### config.mk
export PLATFORM = sky130hd
export DESIGN_NAME = yufmm_alu
export DESIGN_NICKNAME = d
export VERILOG_FILES = /design/src/rtl/core/yufmm_alu.sv
export SDC_FILE = /design/constraint.sdc
export NUM_CORES = 1
export LEC_CHECK = 0
export BUFFER_PORTS_ARGS = -buffer_cell sky130_fd_sc_hd__clkbuf_2
export CORE_ASPECT_RATIO = 0.5
export CORE_UTILIZATION = 40
export DETAILED_ROUTE_END_ITERATION = 16
export PLACE_DENSITY = 0.72
export SLEW_MARGIN = 5
export SYNTH_ARGS = -nofsm -noshare
export SYNTH_HDL_FRONTEND = slang
export SYNTH_SLANG_ARGS = --single-unit
### constraint.sdc
create_clock -name vclk -period 8
set_clock_uncertainty 0.15 [all_clocks]
set_input_delay 0 -clock vclk [all_inputs]
set_output_delay 0 -clock vclk [all_outputs]
set_load 0.05 [all_outputs]
### src/rtl/core/yufmm_alu.sv
// ----------------------------------------------------------------------------
// yufmm_alu : shared add / subtract unit
// signed sum or difference plus its magnitude
// ----------------------------------------------------------------------------
module yufmm_alu #(
  parameter int DW = 24
) (
  input  logic signed [DW-1:0] a_i,
  input  logic signed [DW-1:0] b_i,
  input  logic                 sub_i,
  output logic signed [DW-1:0] res_o,
  output logic        [DW-1:0] mag_o
);

  always_comb begin
    res_o = sub_i ? (a_i - b_i) : (a_i + b_i);
    mag_o = res_o[DW-1] ? DW'(-res_o) : DW'(res_o);
  end

endmodule

# --- After elaboration in Yosys (flattened, before gate mapping) ---
# Cells that the tools add are included.
totals:
  regBits: 0
  output_inout_bits: 48
  elab_cells: 5
  in_bits: 49
classes:
  muxes: 2
  addsub: 3
op_table:
  columns: ["cell", "n"]
  rows:
  - ["$mux W24", 2]
  - ["$add A24 B24 Y24", 1]
  - ["$neg A24 Y24", 1]
  - ["$sub A24 B24 Y24", 1]

# --- Longest topological paths before layout ---
logic_depth:
  ltp_word: 4
  depth_mapped: 17
  ltp_nobuf: 16

# --- Worst setup path after synthesis ---
# Ideal clock, no wire load.
synth_path:
  kind: "input -> output"
  startpoint: "input port b_i[3]"
  endpoint: "output port mag_o[21]"
  stages: 14
  path_buffers: 1
  slack_ps: 3207
  arrival_time_ps: 4643
  required_ps: 7850
  cell_sequence: "or4_1 > nor2_1 > nor2_1 > xnor2_1 > ha_1 > clkbuf_1 > nand2_1 > a21o_1 > a211oi_1 > nor4b_1 > and3_1 > nor2b_2 > a31oi_1 > xor2_1"
synth_via:
  elab_chain_cells: 4
  elab_cells_between_ends: 5
  cone_classes: "add/sub (3); mux (2)"
synth_lines:
  columns: ["item", "line", "text"]
  rows:
  - ["start, declared", "9", "input logic signed [DW-1:0] b_i,"]
  - ["$add A24 B24 Y24 / $sub A24 B24 Y24 (equally long branches)", "16", "res_o = sub_i ? (a_i - b_i) : (a_i + b_i);"]
  - ["$mux W24 *", "16", null]
  - ["via res_o[7]", "11", "output logic signed [DW-1:0] res_o,"]
  - ["$neg A24 Y24 *", "17", "mag_o = res_o[DW-1] ? DW'(-res_o) : DW'(res_o);"]
  - ["$mux W24 *", "17", null]
  - ["end, declared", "12", "output logic [DW-1:0] mag_o"]
# The timed path passes the listed nets; every way through them passes the cells marked *.

# --- Worst setup path in the final report ---
layout_path:
  startpoint: "input port b_i[0]"
  endpoint: "output port mag_o[22]"
layout_via:
  elab_chain_cells: 4
  elab_cells_between_ends: 5
  cone_classes: "add/sub (3); mux (2)"
layout_lines:
  columns: ["item", "line"]
  rows:
  - ["$add A24 B24 Y24 / $sub A24 B24 Y24 (equally long branches)", "16"]
  - ["$mux W24 *", "16"]
  - ["$neg A24 Y24", "17"]
  - ["$mux W24 *", "17"]
# Every way passes the cells marked *; elsewhere a longest branch is shown, timed or not.

==> flow_summary_export.csv <==
group,metric,value,unit
place,dp_slack,3.68,ns
finish,fillers,609,
logic_synthesis,ys_top_cells_by_count,"42 x xnor2_1, 37 x a21oi_1, 37 x nor2_1, 26 x ha_1, 26 x inv_1",
die,die_w,113,µm
setup_path,start_kind,"primary input",
global_route,grt_pass1_wl,10.2,mm
setup_path,path_class,"in2out",
timing,final_max_slew_viol_count,0,
logic_synthesis,synth_top_area_frac,0.149,
logic_synthesis,synthTopCellsByArea,"xnor2_1 15%, ha_1 13%, a21oi_1 7.5%",
global_route,grt_pass1_vias,2288,
timing,hold_viol_final,0,
die,fp-row-count,19,
finish,diodes,0,
drt,via_per_inst,5.46,
setup_path,cp.arrival,4.22,ns
timing,maxSlewHeadroom,0.521,
logic_synthesis,ys_types,63,
finish,clockBufferCount,0,
finish,seq_area,0,µm²
timing,post-route-period-util,0.547,
drt,dr.first_iter.drc_count,138,
die,fp.dieArea,0.00649,mm²
setup_path,critPathSlowestCell,"nor3b_1",
die,io_pins,97,
drt,wirelength,6.38,mm
timing,timing.setup.tns,0,ns
power_and_ir_drop,power_density,285,mW/mm²
drt,via_count,2833,
drt,wl_per_cell,12.3,µm
timing,max_clock_freq,229,MHz
logic_synthesis,syn_area_per_cell,6.82,µm²
setup_path,path_max_fanout,22,
finish,syn_to_final_growth,20.8,%
logic_synthesis,yosys_warnings,0,
die,fp.dieH,57.5,µm
setup_path,cpPeakStageDelay,0.60,ns
status,outcome,"finished clean",
drt,top_layer_used,"met3",
clock_tree,cts_resized,0,
flow_run,cap_violations,0,
logic_synthesis,syn_nets,437,
drt,first_pass_iters,4,
drt,ant_nets,0,
finish,nNetsFinal,524,
timing,fin_crit,4.37,ns
setup_path,path_cells,"clkbuf_2 -> inv_1 -> ha_1 -> nor3b_1 -> a21oi_1 -> xnor2_1 -> ha_1 -> and3_1 -> a22o_1 -> o21a_1 -> o31ai_1 -> a31oi_1 -> a31oi_2 -> nand2_4 -> a41oi_1 -> xor2_1 -> clkbuf_2",
timing,rsz0062_at_grt,"false",
setup_path,crit_start,"b_i[0]",
drt,wl_met2,2.83,mm
timing,finalSetupViolCount,0,
place,dpl.hpwl,5.57,mm
global_route,antenna_found_initial,0,
worst_hold_path,min_path_type,"in2out",
worst_hold_path,hp-start,"a_i[0]",
die,start_util,0.431,
drt,drc_errors,0,
global_route,grt_overflow,0,
clock_tree,hold_buffers,0,
setup_path,path_buf_inv,3,
timing,worstMarginPinSlew,0.716,ns
logic_synthesis,synth_most_common_cell,"xnor2_1",
place,globalplace.congestion,0.862,
power_and_ir_drop,power.leakage,1.44,nW
setup_path,critPathCaptureType,"output port",
finish,seq_cells,0,
setup_path,path_delay_family,"compound AO/OA/AOI/OAI gates",
timing,worst_slack,3.63,ns
logic_synthesis,synth_area_leader_cell,"xnor2_1",
logic_synthesis,seq_area_frac_synth,0,
drt,met1_length,3.29,mm
logic_synthesis,syn_area,0.00246,mm²
clock_tree,post-cts-setup-buffers,0,
power_and_ir_drop,ir_drop,0.000246,V
finish,drive_gt1_frac,0.258,
logic_synthesis,syn-instance-count,361,
die,design.core.area,0.00571,mm²
global_route,grt_usage,0.184,
place,portBuffers,97,
setup_path,cp.required,7.85,ns
drt,dr_wl_met3,262,µm
global_route,grt_max_degree,24,
## metal layers
metal,up-vias,global-route usage
li1,1500,-
met1,1269,0.280
met2,64,0.308
met3,0,0.00425
met4,0,0
met5,-,0
## worst min-delay path: stages
cell	delay (ns)
clkbuf_2	0.08
inv_1	0.04
ha_1	0.16
inv_1	0.07
clkbuf_2	0.23
## cell usage in the layout, fill, tap and decap left out, types with 2 or more instances in the layout
| cell | netlist | layout |
|---|---|---|
| a41oi_1 | 2 | 2 |
| nand3b_1 | 2 | 2 |
| and3b_1 | 2 | 2 |
| o31ai_1 | 3 | 3 |
| nor3b_1 | 2 | 2 |
| or3_1 | 2 | 2 |
| a221oi_1 | 2 | 2 |
| nor3_1 | 12 | 12 |
| nand4_1 | 3 | 3 |
| xnor2_1 | 42 | 42 |
| mux2i_1 | 2 | 2 |
| a211oi_1 | 5 | 5 |
| and3_1 | 7 | 7 |
| ha_1 | 26 | 26 |
| a211o_1 | 2 | 2 |
| or4_1 | 5 | 5 |
| clkbuf_2 | 0 | 97 |
| a21oi_1 | 37 | 37 |
| nand2b_1 | 3 | 3 |
| nor2_1 | 37 | 37 |
| xor2_1 | 15 | 15 |
| o21ai_0 | 9 | 9 |
| nor4_1 | 5 | 5 |
| inv_1 | 26 | 26 |
| nand3_1 | 10 | 10 |
| nand2_1 | 13 | 13 |
| nor3_2 | 2 | 2 |
| o211ai_1 | 3 | 3 |
| nor2b_1 | 5 | 5 |
| and2_1 | 2 | 2 |
| or4_4 | 2 | 2 |
| a31oi_1 | 11 | 11 |
| or2_2 | 2 | 2 |
| a21o_1 | 12 | 12 |
| o21a_1 | 8 | 8 |
| o22a_1 | 2 | 2 |
| o2111ai_1 | 2 | 2 |
## metrics by stage
stage | std cells | instance area [µm²] | hold WS, ns | total power, mW | utilization
global route | 519 | 2970 | 0.506 | 0.901 | 0.521
CTS | 519 | 2970 | 0.457 | 0.852 | 0.521
detailed placement | 519 | 2970 | 0.453 | 0.849 | 0.521
finish | 519 | 2970 | 0.444 | 0.849 | 0.521
global placement | 519 | 2970 | 0.456 | 0.849 | 0.521
floorplan | 361 | 2460 | 0.177 | 0.691 | -
## kinds of logic (layout without fill, tap and decap cells)
kind of cell / count (synthesis) / after routing / synth area share
buf+inv: 39 / 124 / 0.0671
compound gates: 111 / 111 / 0.298
simple gates: 124 / 124 / 0.279
fa+ha+maj: 27 / 27 / 0.140
mux: 3 / 3 / 0.0127
xor+xnor: 57 / 57 / 0.203
## final timing paths
check,endpoint,slack (ns),cells after the start
hold / removal,mag_o[0],0.44,5
setup / recovery,mag_o[22],3.63,17
## power by group
group | switching [mW] | internal, mW | total [mW]
Sequential | 0 | 0 | 0
Clock | 0 | 0 | 0
Combinational | 0.630 | 0.218 | 0.849
Total | 0.630 | 0.218 | 0.849
## final cells by class
class / instances / area, µm² / share of cell area
Timing Repair Buffer: 97 / 485 / 0.163
Inverter: 27 / 101 / 0.0341
Tap cell: 73 / 91.3 / 0.0307
Multi-Input combinational cell: 322 / 2300 / 0.772
(Power assumes the default switching activity.)
